`src/rtl/core/alwc_pkg.sv`:
```
// Shared types and constants for the array list with cursor.
// Used by the storage cell, the read tree and the top level; no dependencies.
`default_nettype none

package alwc_pkg;

    localparam int ALWC_CAPACITY = 128;
    localparam int ALWC_WORD_W   = 32;
    // Number of cells combined by one first-level register of the read tree.
    localparam int ALWC_GROUP    = 64;

    // Broadcast operation applied to every cell in the commit cycle.
    typedef enum logic [1:0] {
        CELL_HOLD,
        CELL_INSERT,
        CELL_REMOVE
    } t_cell_op;

    typedef struct packed {
        t_cell_op               op;
        logic [ALWC_WORD_W-1:0] word;
    } t_cell_cmd;

endpackage

`default_nettype wire

```
`src/rtl/core/alwc_cell.sv`:
```
// One storage cell of the list: holds a word and trades it with its neighbors.
// Depends on alwc_pkg for the command struct and word width.
`default_nettype none

module alwc_cell #(
    parameter int IW  = 7,
    parameter int IDX = 0
) (
    input  logic                            i_clk,
    input  alwc_pkg::t_cell_cmd             i_cmd,
    input  logic [IW-1:0]                   i_idx,
    input  logic [alwc_pkg::ALWC_WORD_W-1:0] i_left,
    input  logic [alwc_pkg::ALWC_WORD_W-1:0] i_right,
    output logic [alwc_pkg::ALWC_WORD_W-1:0] o_data,
    output logic [alwc_pkg::ALWC_WORD_W-1:0] o_rd
);
    import alwc_pkg::*;

    localparam logic [IW-1:0] MY_IDX = IW'(IDX);

    logic [ALWC_WORD_W-1:0] r_data;
    logic [ALWC_WORD_W-1:0] n_data;

    // Insert opens a gap at the index; remove closes the gap at the index.
    always_comb begin
        n_data = r_data;
        case (i_cmd.op)
            CELL_HOLD: begin
                n_data = r_data;
            end
            CELL_INSERT: begin
                if (MY_IDX > i_idx) begin
                    n_data = i_left;
                end else if (MY_IDX == i_idx) begin
                    n_data = i_cmd.word;
                end
            end
            CELL_REMOVE: begin
                if (MY_IDX >= i_idx) begin
                    n_data = i_right;
                end
            end
            default: begin
                n_data = r_data;
            end
        endcase
    end

    always_ff @(posedge i_clk) begin
        r_data <= n_data;
    end

    assign o_data = r_data;
    assign o_rd   = (i_idx == MY_IDX) ? r_data : '0;

endmodule

`default_nettype wire

```
`config.mk`:
```
export PLATFORM = sky130hd
export DESIGN_NAME = alwc_cell
export DESIGN_NICKNAME = d
export VERILOG_FILES = /design/src/rtl/core/alwc_pkg.sv /design/src/rtl/core/alwc_cell.sv
export SDC_FILE = /design/constraint.sdc
export NUM_CORES = 1
export LEC_CHECK = 0
export BUFFER_PORTS_ARGS = -buffer_cell sky130_fd_sc_hd__buf_2
export CAP_MARGIN = 20
export CORE_ASPECT_RATIO = 1.4
export CORE_MARGIN = 3
export CORE_UTILIZATION = 38
export DETAILED_ROUTE_END_ITERATION = 8
export PLACE_DENSITY = 0.79
export SYNTH_ARGS = -nofsm -noshare
export SYNTH_HDL_FRONTEND = slang
export SYNTH_SLANG_ARGS = --single-unit
export TNS_END_PERCENT = 1
```
`constraint.sdc`:
```
create_clock -name i_clk -period 5.8 [get_ports i_clk]
set_input_delay 1.16 -clock i_clk [delete_from_list [all_inputs] [get_ports i_clk]]
set_output_delay 1.16 -clock i_clk [all_outputs]
set_load 0.05 [all_outputs]
```
### Yosys cells after proc, flatten, opt, wreduce, memory -nomap -nowiden

Index checks and enable logic that the tools add are counted.

| storage, ports and cells | value |
|---|---|
| logic and storage cells | 15 |
| bits in registers | 32 |
| output and inout port bits | 64 |
| input port bits | 106 |

| operators by class | value |
|---|---|
| muxes and demuxes | 5 |
| reduce and logical (&&, ||, !) cells | 3 |
| order comparisons | 2 |
| equality and inequality tests | 4 |

Operator list:

| kind | number |
|---|---|
| $mux W32 | 4 |
| $pmux W32 S2 | 1 |
| $ge A1 B7 Y1 const A | 1 |
| $gt A1 B7 Y1 const A | 1 |
| $logic_not A7 Y1 | 1 |
| $ne A3 B3 Y1 const B | 1 |
| $reduce_and A3 Y1 | 1 |
| $eq A2 B1 Y1 const B | 1 |
| $eq A2 B2 Y1 const B | 1 |
| $ne A2 B2 Y1 const B | 1 |
| $reduce_bool A2 Y1 | 1 |

### Logic depth before layout (Yosys ltp)

| depth | value |
|---|---|
| word-level depth | 4 |
| gate-level depth with buffers | 4 |

### Worst setup path before layout

Ideal clock, no wire load.

| path | value |
|---|---|
| path type | input to register |
| start point | input port i_idx[2] |
| end point | register r_data[0], in the netlist o_data[0] (enable) |
| required time | 5.339 ns |
| buffers on the path | 1 |
| stages on the path | 3 |
| arrival time | 4.083 ns |
| path slack | 1.256 ns |
| path through | or4_4 -> buf_6 -> nor3_1 |

| on the way | value |
|---|---|
| word-level cells in the longest chain between the ends | 3 |
| elaborated cells on any way between the ends | 6 |
| classes of those cells | order compare: 2; eq/ne: 2; reduce/logical: 2 |

RTL lines:

| element | line | RTL |
|---|---|---|
| start, declared | alwc_cell.sv:11 | `input logic [IW-1:0] i_idx,` |
| $gt A1 B7 Y1, or another cell as far along | alwc_cell.sv:32 | `if (MY_IDX > i_idx) begin` |
| $ne A3 B3 Y1 (no source line) / $ne A2 B2 Y1 (equally long branches) | - |  |
| $reduce_and A3 Y1 (no source line) * | - |  |
| end signal, assigned | alwc_cell.sv:50 | `r_data <= n_data;` |
| end, declared | alwc_cell.sv:21 | `logic [ALWC_WORD_W-1:0] r_data;` |

Every way passes the cells marked *; elsewhere a longest branch is shown, timed or not.
A chain may end at the register's enable or synchronous reset.

### Worst setup path in the final report

| path | value |
|---|---|
| start point | input port i_idx[3] |
| end point | output port o_rd[31] (netlist name) |

| on the way | value |
|---|---|
| word-level cells in the longest chain between the ends | 2 |

RTL lines:

| element | line | RTL |
|---|---|---|
| $logic_not A7 Y1 | alwc_cell.sv:54 | `assign o_rd = (i_idx == MY_IDX) ? r_data : '0;` |
| $mux W32 | alwc_cell.sv:54 |  |
| end, declared | alwc_cell.sv:15 | `output logic [alwc_pkg::ALWC_WORD_W-1:0] o_rd` |

No other way between the ends.

==> results.json <==
{
  "status": "completed",
  "fin_ws_ps": 1940,
  "p_per_area_nw_per_um2": 180,
  "netlist_area_um2": 1900,
  "yosysSeqAreaShare": 0.506,
  "crit_top_cell": "buf_2",
  "hold_violations": 0,
  "hpwl_mm": 3.75,
  "fp.dieH_um": 89.6,
  "drive_gt1_frac": 0.746,
  "final_common_cell": "buf_2",
  "dp_slack_ps": 1930,
  "fp.dieArea_um2": 5890,
  "cp_num_buf_inv": 2,
  "fmax_ghz": 0.259,
  "initial_utilization": 0.406,
  "slew_headroom": 0.372,
  "grt_overflow": 0,
  "setup_viol": 0,
  "synth_top_area_cell": "edfxtp_1",
  "routabilityCongestion": 0.712,
  "area_growth_pct": 40.0,
  "antenna_found_initial": 0,
  "largest_reg_flops": 32,
  "p_leak_nw": 1.25,
  "grt_pass1_wl_mm": 7.05,
  "cts_setup_buffers": 0,
  "clock_sinks": 32,
  "multiInputGateArea_um2": 722,
  "yosys_warnings": 0,
  "num_rows": 29,
  "cts_buffers": 5,
  "start_kind": "input pin",
  "seqCellArea_um2": 961,
  "synth_area_leaders": "edfxtp_1, mux2_2, nor3_2",
  "cts_resized": 0,
  "die_w_um": 65.7,
  "hold_buffers": 0,
  "drt_iter0_markers": 18,
  "worstPathRequired_ps": 4640,
  "nNetsFinal": 385,
  "syn_avg_cell_area_um2": 13.1,
  "cts_tree": "done",
  "tightest_slew_ps": 941,
  "route.detailed.drc": 0,
  "placed_cells": 334,
  "ir_drop_mv": 0.115,
  "hold_class": "input pin to flip-flop",
  "grt_pass1_vias": 1594,
  "core_um2": 4680,
  "endpoint_kind": "primary output",
  "critPathKind": "input pin to primary output",
  "path_delay_family": "simple AND/OR/NAND/NOR gates",
  "grt_usage": 0.159,
  "path_cells": "buf_2 -> or3_2 -> nor3_1 -> buf_2",
  "clkTransAtPathRegs_ps": 60,
  "period_needed_ps": 3860,
  "ys_types": 14,
  "synth_top_area_frac": 0.506,
  "final_cell_mix": "buf_2, inv_1, edfxtp_1, nor3_2, mux2_2",
  "final_cells": 341,
  "rsz0062_at_grt": "no",
  "fin_tns_setup_ps": 0,
  "critPathMaxStageDelay_ps": 860,
  "ys_seq_elements": 32,
  "htreeDepth": 2,
  "routed_wl_mm": 4.80,
  "antennaDiodeCount": 0,
  "wire_per_inst_um": 14.1,
  "slowest_stage": "or3_2",
  "grt_max_degree": 34,
  "drv_cap": 0,
  "arrival_ps": 2700,
  "drv_slew": 0,
  "dr.pass1.iters": 4,
  "nFillCells": 404,
  "ant_nets": 0,
  "port_buffers": 137,
  "crit_path_max_fanout": 33,
  "timing.final.crit_share": 0.666,
  "pin_count": 170,
  "clock_path_buffers": 2,
  "syn_nets": 251,
  "num_vias": 1552,
  "cts_root_buf": "clkbuf_8",
  "drt-vias-per-instance": 4.55,
  "syn-instance-count": 145
}
-- cells in the mapped netlist --
| cell | count |
|---|---|
| or3_1 | 1 |
| buf_12 | 3 |
| mux2_2 | 30 |
| or4_4 | 1 |
| nor3_1 | 3 |
| inv_1 | 32 |
| buf_2 | 6 |
| nor3_2 | 30 |
| nor2b_1 | 1 |
| clkbuf_1 | 2 |
| xnor2_1 | 1 |
| buf_6 | 1 |
| edfxtp_1 | 32 |
| mux2_1 | 2 |
-- metal layers --
metal / GRT usage / wire [um]
met1: 0.151 / 1600
met3: 0.0436 / 356
met4: 0.0792 / 106
met2: 0.308 / 2740
met5: 0 / 0
-- per-stage QoR --
| step | total power [mW] | util | area, um^2 | hold WS [ps] |
|---|---|---|---|---|
| 4_1_cts | 0.486 | 0.568 | 2660 | 1170 |
| 3_5_place_dp | 0.329 | 0.551 | 2580 | 1460 |
| 6_report | 0.477 | 0.568 | 2660 | 1170 |
| 5_1_grt | 0.500 | 0.568 | 2660 | 1160 |
| 3_3_place_gp | 0.326 | 0.551 | 2580 | 1450 |
| 2_1_floorplan | 0.302 | - | 1900 | 1360 |
-- power by group --
part | leakage, nW | internal, mW | switching, mW
Sequential | 0.288 | 0.257 | 0.000408
Combinational | 0.924 | 0.0356 | 0.0294
Clock | 0.0391 | 0.0790 | 0.0756
-- path summary, 6_finish.rpt --
check	start	end	slack, ps	cells past startpoint
worst min-delay path	i_cmd[6]	o_data[6]	1170	2
worst max-delay path	i_idx[3]	o_rd[31]	1940	4
-- area by class of cell --
cell class              instances  share of cell area
clock buffers                   5              0.0259
clock inverters                 2             0.00282
inverters                      32              0.0452
multi-input cells              69               0.272
flip-flops and latches         32               0.362
well taps                      62              0.0292
repair buffers                139               0.264
-- logic make-up (layout without fill, tap and decap cells) --
| kind of cell | after synthesis | after routing | synth area share |
|---|---|---|---|
| buffers and inverters | 44 | 178 | 0.121 |
| AND/OR/NAND/NOR | 36 | 36 | 0.179 |
| XOR/XNOR | 1 | 1 | 0.00462 |
| multiplexers | 32 | 32 | 0.190 |
| flip-flops | 32 | 32 | 0.506 |
Power figures use the tool's default switching activity.
